`config.mk`:
```
export PLATFORM = sky130hd
export DESIGN_NAME = length_prefixed_frame_receiver_flat
export DESIGN_NICKNAME = d
export VERILOG_FILES = /design/src/rtl/lpfr_pkg.sv /design/src/rtl/lpfr_in_if.sv /design/src/rtl/lpfr_out_if.sv /design/src/rtl/lpfr_core.sv /design/src/rtl/lpfr_out_buf.sv /design/src/rtl/length_prefixed_frame_receiver.sv /design/src/flat_wrapper.sv
export SDC_FILE = /design/constraint.sdc
export NUM_CORES = 1
export LEC_CHECK = 0
export BUFFER_PORTS_ARGS = -buffer_cell sky130_fd_sc_hd__buf_4
export CAP_MARGIN = 10
export CORE_MARGIN = 3
export CORE_UTILIZATION = 54
export CTS_BUF_LIST = sky130_fd_sc_hd__clkbuf_4
export CTS_CLUSTER_DIAMETER = 100
export CTS_CLUSTER_SIZE = 14
export DETAILED_ROUTE_END_ITERATION = 10
export PLACE_DENSITY = 0.78
export SLEW_MARGIN = 10
export SYNTH_ARGS = -nofsm -noshare
export SYNTH_HDL_FRONTEND = slang
export SYNTH_HIERARCHICAL = 1
export SYNTH_SLANG_ARGS = --single-unit
export TNS_END_PERCENT = 30
```
`constraint.sdc`:
```
create_clock -name clk_i -period 5.6 [get_ports clk_i]
set_input_delay 0.56 -clock clk_i [delete_from_list [all_inputs] [get_ports clk_i]]
set_output_delay 0.56 -clock clk_i [all_outputs]
set_load 0.1 [all_outputs]
```
`src/rtl/lpfr_pkg.sv`:
```
// ============================================================================
// lpfr_pkg: shared types and constants for the length-prefixed frame receiver
// This package holds the status and operation codes, the result record and
// the default buffer size.
// ============================================================================
`default_nettype none

package lpfr_pkg;

  // Default receive buffer capacity in bytes
  localparam int unsigned BufferBytesDef = 512;

  // Width of the reported frame length
  localparam int unsigned FrameLenW = 10;

  // Number of header bytes kept per frame
  localparam int unsigned HdrBytes = 5;

  // Input operation codes
  typedef enum logic {
    OP_BYTE  = 1'b0,
    OP_ABORT = 1'b1
  } op_e;

  // Result status codes
  typedef enum logic [1:0] {
    ST_OK       = 2'd0,
    ST_CARD_ERR = 2'd1,
    ST_OVERFLOW = 2'd2,
    ST_CHECKSUM = 2'd3
  } status_e;

  // Card error reply signature: "erro"
  localparam logic [7:0] ErrChar0 = 8'h65;
  localparam logic [7:0] ErrChar1 = 8'h72;
  localparam logic [7:0] ErrChar2 = 8'h72;
  localparam logic [7:0] ErrChar3 = 8'h6f;

  // One result record
  typedef struct packed {
    status_e                status;
    logic [7:0]             error_code;
    logic [FrameLenW-1:0]   frame_length;
  } result_t;

endpackage : lpfr_pkg

`default_nettype wire

```
`src/rtl/lpfr_in_if.sv`:
```
// ============================================================================
// lpfr_in_if: input byte channel
// Valid/ready channel carrying one operation and one received byte.
// ============================================================================
`default_nettype none

interface lpfr_in_if;
  logic       valid;
  logic       ready;
  logic       op;
  logic [7:0] rx_byte;

  modport source (output valid, output op, output rx_byte, input ready);
  modport sink   (input valid, input op, input rx_byte, output ready);
endinterface : lpfr_in_if

`default_nettype wire

```
`src/rtl/lpfr_out_if.sv`:
```
// ============================================================================
// lpfr_out_if: frame report channel
// Valid/ready channel carrying one frame report.
// ============================================================================
`default_nettype none

interface lpfr_out_if;
  logic       valid;
  logic       ready;
  logic [1:0] status;
  logic [7:0] error_code;
  logic [9:0] frame_length;

  modport source (output valid, output status, output error_code, output frame_length,
                  input ready);
  modport sink   (input valid, input status, input error_code, input frame_length,
                  output ready);
endinterface : lpfr_out_if

`default_nettype wire

```
`src/rtl/lpfr_core.sv`:
```
// ============================================================================
// lpfr_core: frame state and per-byte decision
// Keeps the byte count, running sum and header bytes, and decides on each
// accepted transaction whether a frame report is produced.
// ============================================================================
`default_nettype none

module lpfr_core #(
  parameter int unsigned BufferBytes = lpfr_pkg::BufferBytesDef
) (
  input  wire logic             clk_i,
  input  wire logic             rst_ni,
  input  wire logic             accept_i,
  input  wire logic             op_i,
  input  wire logic [7:0]       rx_byte_i,
  output logic                  res_valid_o,
  output lpfr_pkg::result_t     res_o
);

  localparam int unsigned CntW  = $clog2(BufferBytes + 1);
  localparam int unsigned WideW = (CntW > 16) ? CntW : 16;
  localparam int unsigned NHdr  = lpfr_pkg::HdrBytes;

  logic [CntW-1:0]  count_q, count_d, count_inc;
  logic [7:0]       sum_q, sum_d, sum_inc;
  logic [7:0]       hdr_q [NHdr];
  logic [7:0]       hdr_d [NHdr];
  logic [7:0]       hdr_n [NHdr];
  logic [WideW-1:0] count_wide;
  logic [WideW-1:0] len_wide;
  logic             card_err, complete, overflow;

  // Merge the incoming byte into the header view
  always_comb begin
    for (int i = 0; i < NHdr; i++) begin
      hdr_n[i] = (count_q == CntW'(i)) ? rx_byte_i : hdr_q[i];
    end
  end

  assign count_inc  = count_q + CntW'(1);
  assign sum_inc    = sum_q + rx_byte_i;
  assign count_wide = WideW'(count_inc);
  assign len_wide   = WideW'({hdr_n[1], hdr_n[0]});

  // Detect card error reply, completion and overflow
  assign card_err = (count_inc == CntW'(4))
                    && (hdr_n[0] == lpfr_pkg::ErrChar0)
                    && (hdr_n[1] == lpfr_pkg::ErrChar1)
                    && (hdr_n[2] == lpfr_pkg::ErrChar2)
                    && (hdr_n[3] == lpfr_pkg::ErrChar3);
  assign complete = (count_inc >= CntW'(2)) && (count_wide == len_wide);
  assign overflow = (count_inc >= CntW'(BufferBytes));

  // Next state and report
  always_comb begin
    count_d                = count_q;
    sum_d                  = sum_q;
    hdr_d                  = hdr_q;
    res_valid_o            = 1'b0;
    res_o.status           = lpfr_pkg::ST_OK;
    res_o.error_code       = '0;
    res_o.frame_length     = count_wide[lpfr_pkg::FrameLenW-1:0];
    if (accept_i) begin
      if (op_i == lpfr_pkg::OP_ABORT) begin
        count_d = '0;
        sum_d   = '0;
        for (int i = 0; i < NHdr; i++) hdr_d[i] = '0;
      end else begin
        count_d = count_inc;
        sum_d   = sum_inc;
        hdr_d   = hdr_n;
        priority if (card_err) begin
          res_valid_o  = 1'b1;
          res_o.status = lpfr_pkg::ST_CARD_ERR;
        end else if (complete) begin
          res_valid_o = 1'b1;
          if (sum_inc != 8'd0) begin
            res_o.status = lpfr_pkg::ST_CHECKSUM;
          end else begin
            res_o.status     = lpfr_pkg::ST_OK;
            res_o.error_code = hdr_n[4];
          end
        end else if (overflow) begin
          res_valid_o  = 1'b1;
          res_o.status = lpfr_pkg::ST_OVERFLOW;
        end else begin
          res_valid_o = 1'b0;
        end
        // Clear the frame after any report
        if (res_valid_o) begin
          count_d = '0;
          sum_d   = '0;
          for (int i = 0; i < NHdr; i++) hdr_d[i] = '0;
        end
      end
    end
  end

  // Hold frame state
  always_ff @(posedge clk_i or negedge rst_ni) begin
    if (!rst_ni) begin
      count_q <= '0;
      sum_q   <= '0;
      for (int i = 0; i < NHdr; i++) hdr_q[i] <= '0;
    end else begin
      count_q <= count_d;
      sum_q   <= sum_d;
      hdr_q   <= hdr_d;
    end
  end

endmodule : lpfr_core

`default_nettype wire

```
`src/rtl/lpfr_out_buf.sv`:
```
// ============================================================================
// lpfr_out_buf: result register with skid stage
// Holds frame reports for the output channel; a second entry lets the core
// keep taking bytes while a report waits.
// ============================================================================
`default_nettype none

module lpfr_out_buf (
  input  wire logic              clk_i,
  input  wire logic              rst_ni,
  input  wire logic              push_i,
  input  wire lpfr_pkg::result_t data_i,
  output logic                   ready_o,
  output logic                   valid_o,
  output lpfr_pkg::result_t      data_o,
  input  wire logic              pop_ready_i
);

  logic              main_valid_q, main_valid_d;
  logic              skid_valid_q, skid_valid_d;
  lpfr_pkg::result_t main_q, main_d;
  lpfr_pkg::result_t skid_q, skid_d;
  logic              pop;

  assign pop     = main_valid_q && pop_ready_i;
  assign ready_o = !skid_valid_q;
  assign valid_o = main_valid_q;
  assign data_o  = main_q;

  // Advance, fill or spill into the skid entry
  always_comb begin
    main_valid_d = main_valid_q;
    skid_valid_d = skid_valid_q;
    main_d       = main_q;
    skid_d       = skid_q;
    if (pop) begin
      if (skid_valid_q) begin
        main_d       = skid_q;
        skid_valid_d = 1'b0;
      end else begin
        main_valid_d = push_i;
        main_d       = data_i;
      end
    end else if (push_i) begin
      if (!main_valid_q) begin
        main_valid_d = 1'b1;
        main_d       = data_i;
      end else begin
        skid_valid_d = 1'b1;
        skid_d       = data_i;
      end
    end
  end

  // Hold control state
  always_ff @(posedge clk_i or negedge rst_ni) begin
    if (!rst_ni) begin
      main_valid_q <= 1'b0;
      skid_valid_q <= 1'b0;
    end else begin
      main_valid_q <= main_valid_d;
      skid_valid_q <= skid_valid_d;
    end
  end

  // Hold payload
  always_ff @(posedge clk_i) begin
    main_q <= main_d;
    skid_q <= skid_d;
  end

endmodule : lpfr_out_buf

`default_nettype wire

```
`src/rtl/length_prefixed_frame_receiver.sv`:
```
// ============================================================================
// length_prefixed_frame_receiver: reply frame receiver with additive checksum
// Top level joining the frame state logic and the report output stage.
// ============================================================================
// Takes one reply byte (or an abort) per transaction and accepts a new one
// every cycle. Bytes 0 and 1 give the frame length, low byte first; when that
// many bytes have arrived one report is issued: ok with byte 4 as error code,
// or checksum mismatch when the mod-256 sum of all bytes is nonzero. A reply
// starting with "erro" is reported as a card error on its fourth byte, and a
// frame reaching BufferBytes without completing is reported as overflow.
// Any report or abort clears the frame. A report is registered in the output
// stage before it appears on the output; a two-entry output stage keeps input
// flowing while one report waits, and input stalls only when both are full.
// ============================================================================
`default_nettype none

module length_prefixed_frame_receiver #(
  parameter int unsigned BufferBytes = lpfr_pkg::BufferBytesDef
) (
  input  wire logic   clk_i,
  input  wire logic   rst_ni,
  lpfr_in_if.sink     in_i,
  lpfr_out_if.source  out_o
);

  logic              accept;
  logic              buf_ready;
  logic              res_valid;
  lpfr_pkg::result_t res;
  lpfr_pkg::result_t out_data;

  assign in_i.ready = buf_ready;
  assign accept     = in_i.valid && buf_ready;

  // Frame state and decision
  lpfr_core #(
    .BufferBytes (BufferBytes)
  ) u_core (
    .clk_i       (clk_i),
    .rst_ni      (rst_ni),
    .accept_i    (accept),
    .op_i        (in_i.op),
    .rx_byte_i   (in_i.rx_byte),
    .res_valid_o (res_valid),
    .res_o       (res)
  );

  // Report output stage
  lpfr_out_buf u_out_buf (
    .clk_i       (clk_i),
    .rst_ni      (rst_ni),
    .push_i      (res_valid),
    .data_i      (res),
    .ready_o     (buf_ready),
    .valid_o     (out_o.valid),
    .data_o      (out_data),
    .pop_ready_i (out_o.ready)
  );

  assign out_o.status       = out_data.status;
  assign out_o.error_code   = out_data.error_code;
  assign out_o.frame_length = out_data.frame_length;

endmodule : length_prefixed_frame_receiver

`default_nettype wire
```
`src/flat_wrapper.sv`:
```
// flat-port wrapper written by rule: the top's interface ports become plain ports
module length_prefixed_frame_receiver_flat 
#(
  parameter int unsigned BufferBytes = lpfr_pkg::BufferBytesDef
)
  (clk_i, rst_ni, in_i_valid, in_i_op, in_i_rx_byte, in_i_ready, out_o_valid, out_o_status, out_o_error_code, out_o_frame_length, out_o_ready);
  lpfr_in_if in_i_i ();
  lpfr_out_if out_o_i ();
  input  wire logic clk_i;
  input  wire logic rst_ni;
  input wire logic [$bits(in_i_i.valid)-1:0] in_i_valid;
  input wire logic [$bits(in_i_i.op)-1:0] in_i_op;
  input wire logic [$bits(in_i_i.rx_byte)-1:0] in_i_rx_byte;
  output wire logic [$bits(in_i_i.ready)-1:0] in_i_ready;
  output wire logic [$bits(out_o_i.valid)-1:0] out_o_valid;
  output wire logic [$bits(out_o_i.status)-1:0] out_o_status;
  output wire logic [$bits(out_o_i.error_code)-1:0] out_o_error_code;
  output wire logic [$bits(out_o_i.frame_length)-1:0] out_o_frame_length;
  input wire logic [$bits(out_o_i.ready)-1:0] out_o_ready;
  assign in_i_i.valid = in_i_valid;
  assign in_i_i.op = in_i_op;
  assign in_i_i.rx_byte = in_i_rx_byte;
  assign in_i_ready = in_i_i.ready;
  assign out_o_valid = out_o_i.valid;
  assign out_o_status = out_o_i.status;
  assign out_o_error_code = out_o_i.error_code;
  assign out_o_frame_length = out_o_i.frame_length;
  assign out_o_i.ready = out_o_ready;
  length_prefixed_frame_receiver #(.BufferBytes(BufferBytes)) u_core (.clk_i(clk_i), .rst_ni(rst_ni), .in_i(in_i_i), .out_o(out_o_i));
endmodule
```
# [After elaboration in Yosys (flattened, before gate mapping)]
# Cells that the tools add are included.
[op_classes] n_lt_le_gt_ge=2 n_eq_ne=12 addsub=2 mux=37 reduce_logical=16 n_bitwise=1
[ops] op="$mux 20" n=4
[ops] op="$mux 40" n=2
[ops] op="$mux 8" n=10
[ops] op="$mux 10" n=4
[ops] op="$eq 8x7->1 const B" n=4
[ops] op="$eq 10x2->1 const B" n=2
[ops] op="$eq 10x3->1 const B" n=2
[ops] op="$eq 10x16->1" n=1
[ops] op="$mux 1" n=13
[ops] op="$add 10x1->10 const B" n=1
[ops] op="$eq 10x1->1 const B" n=1
[ops] op="$ge 10x10->1 const B" n=1
[ops] op="$ge 10x2->1 const B" n=1
[ops] op="$logic_not 10->1" n=1
[ops] op="$add 8x8->8" n=1
[ops] op="$mux 2" n=4
[ops] op="$reduce_bool 8->1" n=1
[ops] op="$logic_and 1x1->1" n=7
[ops] op="$reduce_and 2->1" n=3
[ops] op="$reduce_bool 2->1" n=2
[ops] op="$reduce_and 3->1" n=1
[ops] op="$ne 2x1->1 const B" n=1
[ops] op="$ne 2x2->1 const B" n=1
[ops] op="$logic_not 1->1" n=1
[ops] op="$not 1->1" n=1
[word_totals] ff_bits=100 wordCells=85

# [Logic depth before layout (Yosys ltp)]
# Gate-level depths: netlist (run 1).
[logic_depth] ltp_word=14 mapped_depth=13 ltp_nobuf=11

# [Cells and area by module]
# The synthesis (run 1) kept the hierarchy.
[by_module_without_submodules] mod="lpfr_core" area_each_um2=3926.3 seq_area_each_um2=1451.4 cells_each=389 instances=1
[by_module_without_submodules] mod="lpfr_out_buf" area_each_um2=1629.1 seq_area_each_um2=1251.2 cells_each=72 instances=1
[by_module_without_submodules] mod="length_prefixed_frame_receiver" area_each_um2=6.3 seq_area_each_um2=0.0 cells_each=1 instances=1

# [Least setup slack after synthesis (run 1)]
# No wires, ideal clock.
[synth_path] kind="reg-to-reg" start="register u_core.u_core.count_q[3]" end="register u_core/u_out_buf/skid_q[0] in the netlist's numbering, enable pin" setup_ps=397 t_arrival_ps=3638 path_slack_ps=1566 stages_incl_launch_ff=14 path_buffers=3 t_required_ps=5203 cell_sequence="dfrtp_1 > buf_6 > nor4_4 > nand3_2 > buf_6 > mux2i_4 > or4b_1 > nor4_2 > or2_1 > buf_4 > nor2_1 > nor2_1 > nand2_1 > nor2_1"
[synth_via] elab_chain_cells=13
[synth_rtl] element="from (decl)" line="lpfr_core.sv:24" rtl="logic [CntW-1:0] count_q, count_d, count_inc;"
[synth_rtl] element="from (signal assigned)" line="lpfr_core.sv:106" rtl="count_q <= count_d;"
[synth_rtl] element="branches (longest 7 deep; another with $add 10x1->10)"
[synth_rtl] element="$mux 1 *" line="lpfr_core.sv:72" rtl="priority if (card_err) begin"
[synth_rtl] element="$mux 1 *" line="lpfr_core.sv:64" rtl="if (op_i == lpfr_pkg::OP_ABORT) begin"
[synth_rtl] element="$mux 1 *" line="lpfr_core.sv:63" rtl="if (accept_i) begin"
[synth_rtl] element="$mux 1 *" line="lpfr_core.sv:64"
[synth_rtl] element="$mux 1 *" line="lpfr_core.sv:63"
[synth_rtl] element="via u_core.res_valid" line="length_prefixed_frame_receiver.sv:28" rtl="logic res_valid;"
[synth_rtl] element="$reduce_and 3->1 (no source line) *"
[synth_rtl] element="to (signal assigned)" line="lpfr_out_buf.sv:69" rtl="skid_q <= skid_d;"
[synth_rtl] element="to (decl)" line="lpfr_out_buf.sv:22" rtl="lpfr_pkg::result_t skid_q, skid_d;"
# Mark *: on every way through the listed nets, which the timed path passes. The select of a mux whose other input is x is not followed.
# A chain may end at the register's enable or synchronous reset.

# [Worst setup path in the final report (run 1)]
[layout_path] start="register u_core.u_core.count_q[3]" end="register u_core.u_out_buf.main_q, in the netlist u_core/u_out_buf/data_o[3], enable pin"
[layout_via] elab_chain_cells=14
[layout_rtl] element="branches (longest 7 deep; another with $add 10x1->10)"
[layout_rtl] element="$mux 1 *" line="lpfr_core.sv:72"
[layout_rtl] element="$mux 1 *" line="lpfr_core.sv:64"
[layout_rtl] element="$mux 1 *" line="lpfr_core.sv:63"
[layout_rtl] element="$mux 1 *" line="lpfr_core.sv:64"
[layout_rtl] element="$mux 1 *" line="lpfr_core.sv:63"
[layout_rtl] element="via u_core.res_valid" line="length_prefixed_frame_receiver.sv:28"
[layout_rtl] element="$reduce_bool 2->1 (no source line) *"
[layout_rtl] element="$reduce_and 2->1 (no source line) *"
[layout_rtl] element="to (signal assigned)" line="lpfr_out_buf.sv:68" rtl="main_q <= main_d;"
[layout_rtl] element="to (decl)" line="lpfr_out_buf.sv:21" rtl="lpfr_pkg::result_t main_q, main_d;"
# Marked as above.

==> results of run 1 <==
-- per-stage QoR --
stage,hold slack (ns),utilization [%],std cells
floorplan,0.264,-,462
finish,0.176,60.0,615
detailed placement,0.474,58.5,599
CTS,0.178,60.0,615
global route,0.209,60.0,615
global placement,0.471,58.5,599
-- flip-flops by register name, indices dropped and copies added (netlist names) --
signal / count
u_core/u_core/count_q: 10
u_core/u_core/hdr_q: 40
u_core/u_core/sum_q: 8
u_core/u_out_buf/data_o: 20
u_core/u_out_buf/skid_q: 20
u_core/u_out_buf/skid_valid_q: 1
u_core/u_out_buf/valid_o: 1
-- Yosys cell counts, drive strengths merged (7+ instances only) --
cell type | n | area (um2)
nand3 | 11 | 75.1
o2bb2ai | 41 | 422
nand4 | 9 | 56.3
nor2 | 20 | 75.1
nor3 | 11 | 60.1
mux2 | 24 | 345
and3 | 7 | 43.8
xnor2 | 11 | 96.3
nand2 | 32 | 120
ha | 12 | 150
a21oi | 13 | 65.1
xor2 | 14 | 123
a22oi | 28 | 210
dfrtp | 60 | 1500
buf | 15 | 136
mux2i | 14 | 153
a21boi | 8 | 60.1
clkbuf | 18 | 67.6
inv | 10 | 37.5
nor4 | 7 | 95.1
a22o | 13 | 114
edfxtp | 40 | 1200
-- worst max-delay path, delay by kind of cell (launching register included) --
family	cells	cell delay (ns)
AND/OR/NAND/NOR	7	2.45
flip-flops	1	0.52
multiplexers	2	0.79
-- power by group through the flow --
stage / Clock [mW] / Sequential (mW) / Combinational, mW
2_1_floorplan: 0 / 0.772 / 0.0243
3_3_place_gp: 0 / 0.772 / 0.0464
3_5_place_dp: 0 / 0.772 / 0.0474
4_1_cts: 0.409 / 0.757 / 0.0476
5_1_grt: 0.442 / 0.758 / 0.0524
6_report: 0.398 / 0.757 / 0.0475
-- per-layer routing --
metal / wire length (um) / up-vias / part of all wire [%]
li1: - / 1798 / -
met1: 5300 / 1937 / 44
met2: 5700 / 177 / 47
met3: 804 / 22 / 6.7
met4: 247 / 0 / 2.1
met5: 0 / - / 0
-- cell families after synthesis --
| family | Yosys count |
|---|---|
| AO/OA/AOI/OAI | 122 |
| XOR/XNOR | 25 |
| adder cells (fa/ha/maj) | 13 |
| buffers and inverters | 43 |
| flip-flops | 100 |
| multiplexers | 38 |
| AND/OR/NAND/NOR | 121 |
-- cell type report --
class                           instances  area [um2]
Clock buffer                            9        67.6
Clock inverter                          7        80.1
Fill cell                             788        3960
Inverter                               10        37.5
Multi-Input combinational cell        319        2620
Sequential cell                       100        2700
Tap cell                              133         166
Timing Repair Buffer                   37         278
-- worst paths after layout --
| check | from | end | slack (ns) | cells after the start |
|---|---|---|---|---|
| max | u_core/u_core/count_q[3]$_DFFE_PN0P_ | u_core/u_out_buf/data_o[3]$_DFFE_PP_ | 1.48 | 9 |
| min | rst_ni | u_core/u_core/sum_q[3]$_DFFE_PN0P_ | 0.18 | 1 |
| max in group asynchronous | rst_ni | u_core/u_core/count_q[2]$_DFFE_PN0P_ | 4.92 | 1 |
| min reg2reg | u_core/u_core/hdr_q[0]$_DFFE_PN0P_ | u_core/u_core/hdr_q[0]$_DFFE_PN0P_ | 0.51 | 1 |
| min in group clk_i | out_o_ready | u_core/u_out_buf/skid_valid_q$_DFFE_PN0P_ | 0.34 | 2 |
| max reg2reg | u_core/u_core/count_q[3]$_DFFE_PN0P_ | u_core/u_out_buf/data_o[3]$_DFFE_PP_ | 1.48 | 9 |
==> results by group, run 1 <==
Synth
  – Largest family of logic cells by synthesized area: compound AO/OA/AOI/OAI gates
  – Post-synth ARST share: 60.0%
  – Post-Synth Simple-Gate Area: 12.8%
  – Synth unique cells: 59
  – Post-synthesis compound-gate area fraction: 18.3%
  – Top_reg_cell synth: dfrtp_1
  – Ys Warns: 6
  – Post-Synthesis Cells: 462
  – Post-synthesis mux area share: 8.95%
  – Synth Area in XOR/XNOR: 3.94%
  – Post-Synthesis Net Count: 488
  – Number of synthesized flops with an enable pin: 40
  – Synth Register Bits: 100
  – Post-synthesis sequential area ratio: 48.6%
  – Mapped Avg Cell Area: 12.0 um2
  – Post-Syn Area: 5560 um2
  – Post-Synth Adder-Cell Area: 3.06%

Power
  – Total power: 1.20 mW
  – Switching Share: 24.0%
  – Net switching power: 0.289 mW
  – Pwr/cell area: 202 nW/um2
  – Static Leak: 2.42 nW
  – Seq pwr share: 63.0%
  – Worst vdd ir: 0.103 mV
  – Clock network power share: 33.1%
  – Logic pwr share: 3.9%
  – Internal: 0.914 mW

Placed design
  – Number of port buffers: 34
  – Worst slack at placement: 1.54 ns
  – Cell Area, Placed: 5800 um2
  – HPWL after DPL: 8.30 mm
  – Gpl congestion: 0.995

Worst setup path
  – Crit Path Max Fanout: 20
  – Worst path max stage delay: 0.59 ns
  – Crit path arrival time: 4.22 ns
  – CP Cell Sequence: nor4_4 > nand3_2 > mux2i_1 > or4b_1 > nor4_2 > or2_1 > nor2_1 > nor2_1 > mux2_2
  – Startpoint Class: flip-flop
  – Slowest CP cell: nor4_4
  – WP data required: 5.71 ns
  – Setup Crit Path Kind: flip-flop to flip-flop
  – Endpoint type of the worst setup path: flip-flop
  – Most used cell, CP: nor2_1

Die
  – Die Ht: 107 um
  – Initial Utilization: 56.1%
  – # IOs: 35
  – # rows: 36
  – Die width: 107 um
  – Die area: 11600 um2
  – Core ar.: 9910 um2

STA
  – Setup WS post-layout: 1.48 ns
  – Period utilization: 73.5%
  – Setup TNS: 0 ns
  – Slew Viols, Final: 0
  – Final min period: 4.12 ns
  – RSZ-0062 raised after global routing: no
  – # setup viols final: 0
  – Worst slew pin tran: 1.09 ns
  – Worst slew margin: 26.7%
  – Maximum clock rate: 0.243 GHz
  – Final Hold Viols: 0
  – Fin Clk Skew: 0.0176 ns

Clock tree
  – Clk Latency, worst-skew pair: 0.45 ns
  – CTS sink count: 100
  – CTS tree: yes
  – Setup repair bufs after CTS: 0
  – CTS Root Buffer Type: clkbuf_4
  – H-tree levels: 3
  – Resized cells post-CTS: 0
  – TritonCTS Buffers: 9
  – Max Buffers Root-to-Sink: 2
  – # hold bufs at CTS: 0
  – Clk pin slew, worst setup/hold paths: 0.16 ns

Global route
  – Pin count of the biggest net entering global routing: 61
  – Overflow after GRT: 0
  – GRT met1 Usage: 28.9%
  – Global-route wire length before repair: 19.6 mm
  – Overall routing resource usage: 21.4%
  – Busiest grt layer: met2
  – GR met2 Demand/Resource: 34.5%
  – Vias in the first global route: 3849
  – Grt met3 use: 4.26%
  – Initial antenna violation count: 0

Drt
  – Via count: 3934
  – Vias/cell: 6.40
  – Drt pass-1 iters: 5
  – Final ANT Viol Nets: 0
  – DRC errors left: 0
  – Routed WL: 12.0 mm
  – 1st-iter DRT viols: 237
  – Avg WL per Cell: 19.6 um

Cells and area
  – Commonest cells after routing, fill and taps aside: dfrtp_1 (60), edfxtp_1 (40), buf_4 (37)
  – Final instance area: 5950 um2
  – Inserted Diodes: 0
  – Area grow syn2layout: 6.97%
  – Nets@finish: 503
  – Commonest non-fill, non-tap cell in the layout: dfrtp_1
  – Share of cells above drive strength 1: 20.5%

Run status
  – Status: completed

Hold path
  – Hold WC Path Type: input pin to async pin

Flow run
  – Max-Cap Viols: 0
Note: power is estimated with default switching activity, not from simulation.
==> run 2: changes to the inputs <==
==> constraint.sdc (replaced) <==
create_clock -name clk_i -period 4 [get_ports clk_i]
set_input_delay 0.4 -clock clk_i [delete_from_list [all_inputs] [get_ports clk_i]]
set_output_delay 0.4 -clock clk_i [all_outputs]
set_load 0.1 [all_outputs]
==> results by group, run 2 (synthesis results as in run 1) <==
Run status
  – Status: finished with violations
  – Failing checks: hold timing

Drt
  – Vias/cell: 6.26
  – Final ANT Viol Nets: 0
  – 1st-iter DRT viols: 218
  – Via count: 3927
  – Avg WL per Cell: 19.7 um
  – Routed WL: 12.3 mm
  – Drt pass-1 iters: 5
  – DRC errors left: 0

Worst setup path
  – Endpoint type of the worst setup path: flip-flop
  – Crit Path Max Fanout: 20
  – Crit path arrival time: 3.90 ns
  – Setup Crit Path Kind: flip-flop to flip-flop
  – Startpoint Class: flip-flop
  – WP data required: 4.17 ns

Global route
  – Overall routing resource usage: 22.1%
  – Vias in the first global route: 3786
  – Overflow after GRT: 0
  – Pin count of the biggest net entering global routing: 61
  – Global-route wire length before repair: 20.0 mm
  – Initial antenna violation count: 1

Die
  – Die Ht: 107 um
  – # rows: 36
  – Die width: 107 um
  – Die area: 11600 um2
  – Core ar.: 9910 um2
  – # IOs: 35
  – Initial Utilization: 56.1%

Cells and area
  – Commonest non-fill, non-tap cell in the layout: dfrtp_1
  – Nets@finish: 514
  – Commonest cells after routing, fill and taps aside: dfrtp_1 (60), buf_4 (47), edfxtp_1 (40)
  – Number of flip-flops under the largest register name: 40
  – Largest Register: u_core/u_core/hdr_q
  – Share of cells above drive strength 1: 22.5%
  – Area grow syn2layout: 8.57%

Clock tree
  – # hold bufs at CTS: 0
  – TritonCTS Buffers: 9
  – Clk Latency, worst-skew pair: 0.47 ns
  – Max Buffers Root-to-Sink: 2
  – CTS tree: yes
  – H-tree levels: 3
  – CTS sink count: 100
  – CTS Root Buffer Type: clkbuf_4
  – Clk pin slew, worst setup/hold paths: 0.17 ns

STA
  – Fin Clk Skew: 0.0218 ns
  – Final min period: 3.73 ns
  – RSZ-0062 raised after global routing: no
  – Setup TNS: 0 ns
  – Slew Viols, Final: 0
  – Period utilization: 93.3%
  – Maximum clock rate: 0.268 GHz
  – # setup viols final: 0
  – Final hold slack: -0.0190 ns
  – Final Hold Viols: 20
  – Worst slew pin tran: 0.782 ns
  – Worst slew margin: 47.8%

Hold path
  – Hold WC Path Type: input pin to async pin

Placed design
  – Number of port buffers: 34
  – Gpl congestion: 0.876
  – HPWL after DPL: 8.46 mm

Flow run
  – Max-Cap Viols: 0

Power
  – Internal: 1.23 mW
  – Net switching power: 0.426 mW
  – Logic pwr share: 4.2%
  – Worst vdd ir: 0.148 mV
  – Clock network power share: 31.6%
  – Total power: 1.65 mW
  – Static Leak: 2.48 nW
  – Pwr/cell area: 274 nW/um2
  – Switching Share: 25.8%
  – Seq pwr share: 64.2%
run 2: worst max-delay path, cell delays in order, from the launching register on:
cell and delay, ns:
dfrtp_1 0.50, nor4_4 0.47, nand3_2 0.34, mux2i_1 0.28
or4b_1 0.57, nor4_2 0.35, or2_1 0.17, nor2_1 0.05
nor2_1 0.20, nand2_1 0.12, nor2_2 0.09, buf_4 0.27
run 2: power groups by stage:
stage / registers (mW) / logic, mW / clock network, mW
after floorplan: 1.08 / 0.0340 / 0
after global placement: 1.08 / 0.0673 / 0
after detailed placement: 1.08 / 0.0694 / 0
after CTS: 1.06 / 0.0698 / 0.544
after global routing: 1.06 / 0.0751 / 0.575
final: 1.06 / 0.0690 / 0.522
run 2: per-stage QoR:
step / hold WS (ns) / cell area, um2 / utilization (%) / setup slack, ns / std cells
detailed placement: 0.473 / 5900 / 59.5 / 0.245 / 610
floorplan: 0.104 / 5560 / - / 0.282 / 462
finish: -0.0190 / 6040 / 60.9 / 0.269 / 627
CTS: 0.000311 / 6030 / 60.9 / 0.232 / 626
global route: 0.0269 / 6040 / 60.9 / 0.00720 / 627
global placement: 0.471 / 5900 / 59.5 / 0.381 / 610
run 2: path summary, 6_finish.rpt:
path	from	endpoint	slack [ns]	depth (start not counted)
min reg2reg	u_core/u_core/hdr_q[6]$_DFFE_PN0P_	u_core/u_core/hdr_q[6]$_DFFE_PN0P_	0.51	1
min	rst_ni	u_core/u_core/hdr_q[0]$_DFFE_PN0P_	-0.02	1
max reg2reg	u_core/u_core/count_q[8]$_DFFE_PN0P_	u_core/u_out_buf/skid_q[1]$_DFFE_PP_	0.27	11
max	u_core/u_core/count_q[8]$_DFFE_PN0P_	u_core/u_out_buf/skid_q[1]$_DFFE_PP_	0.27	11
max in group asynchronous	rst_ni	u_core/u_core/hdr_q[20]$_DFFE_PN0P_	3.49	1
min in group clk_i	out_o_ready	u_core/u_out_buf/skid_valid_q$_DFFE_PN0P_	0.16	2
run 2: area by class of cell:
type	count	area, um2
Antenna cell	1	2.50
Clock buffer	9	67.6
Clock inverter	7	65.1
Fill cell	820	3870
Inverter	10	37.5
Multi-Input combinational cell	319	2620
Sequential cell	100	2700
Tap cell	133	166
Timing Repair Buffer	48	373
run 2: metal layers:
metal,routed length [um],part of all wire [%],track usage (%)
met4,163,1.3,6.94
met3,548,4.4,3.72
met5,0,0,0
met1,5640,46,30.6
met2,5980,48,35.8
run 2: timing repair:
action,4_1_cts,5_1_grt
resized for setup,0,1
setup buffers,0,0
setup endpoints to repair,0,29
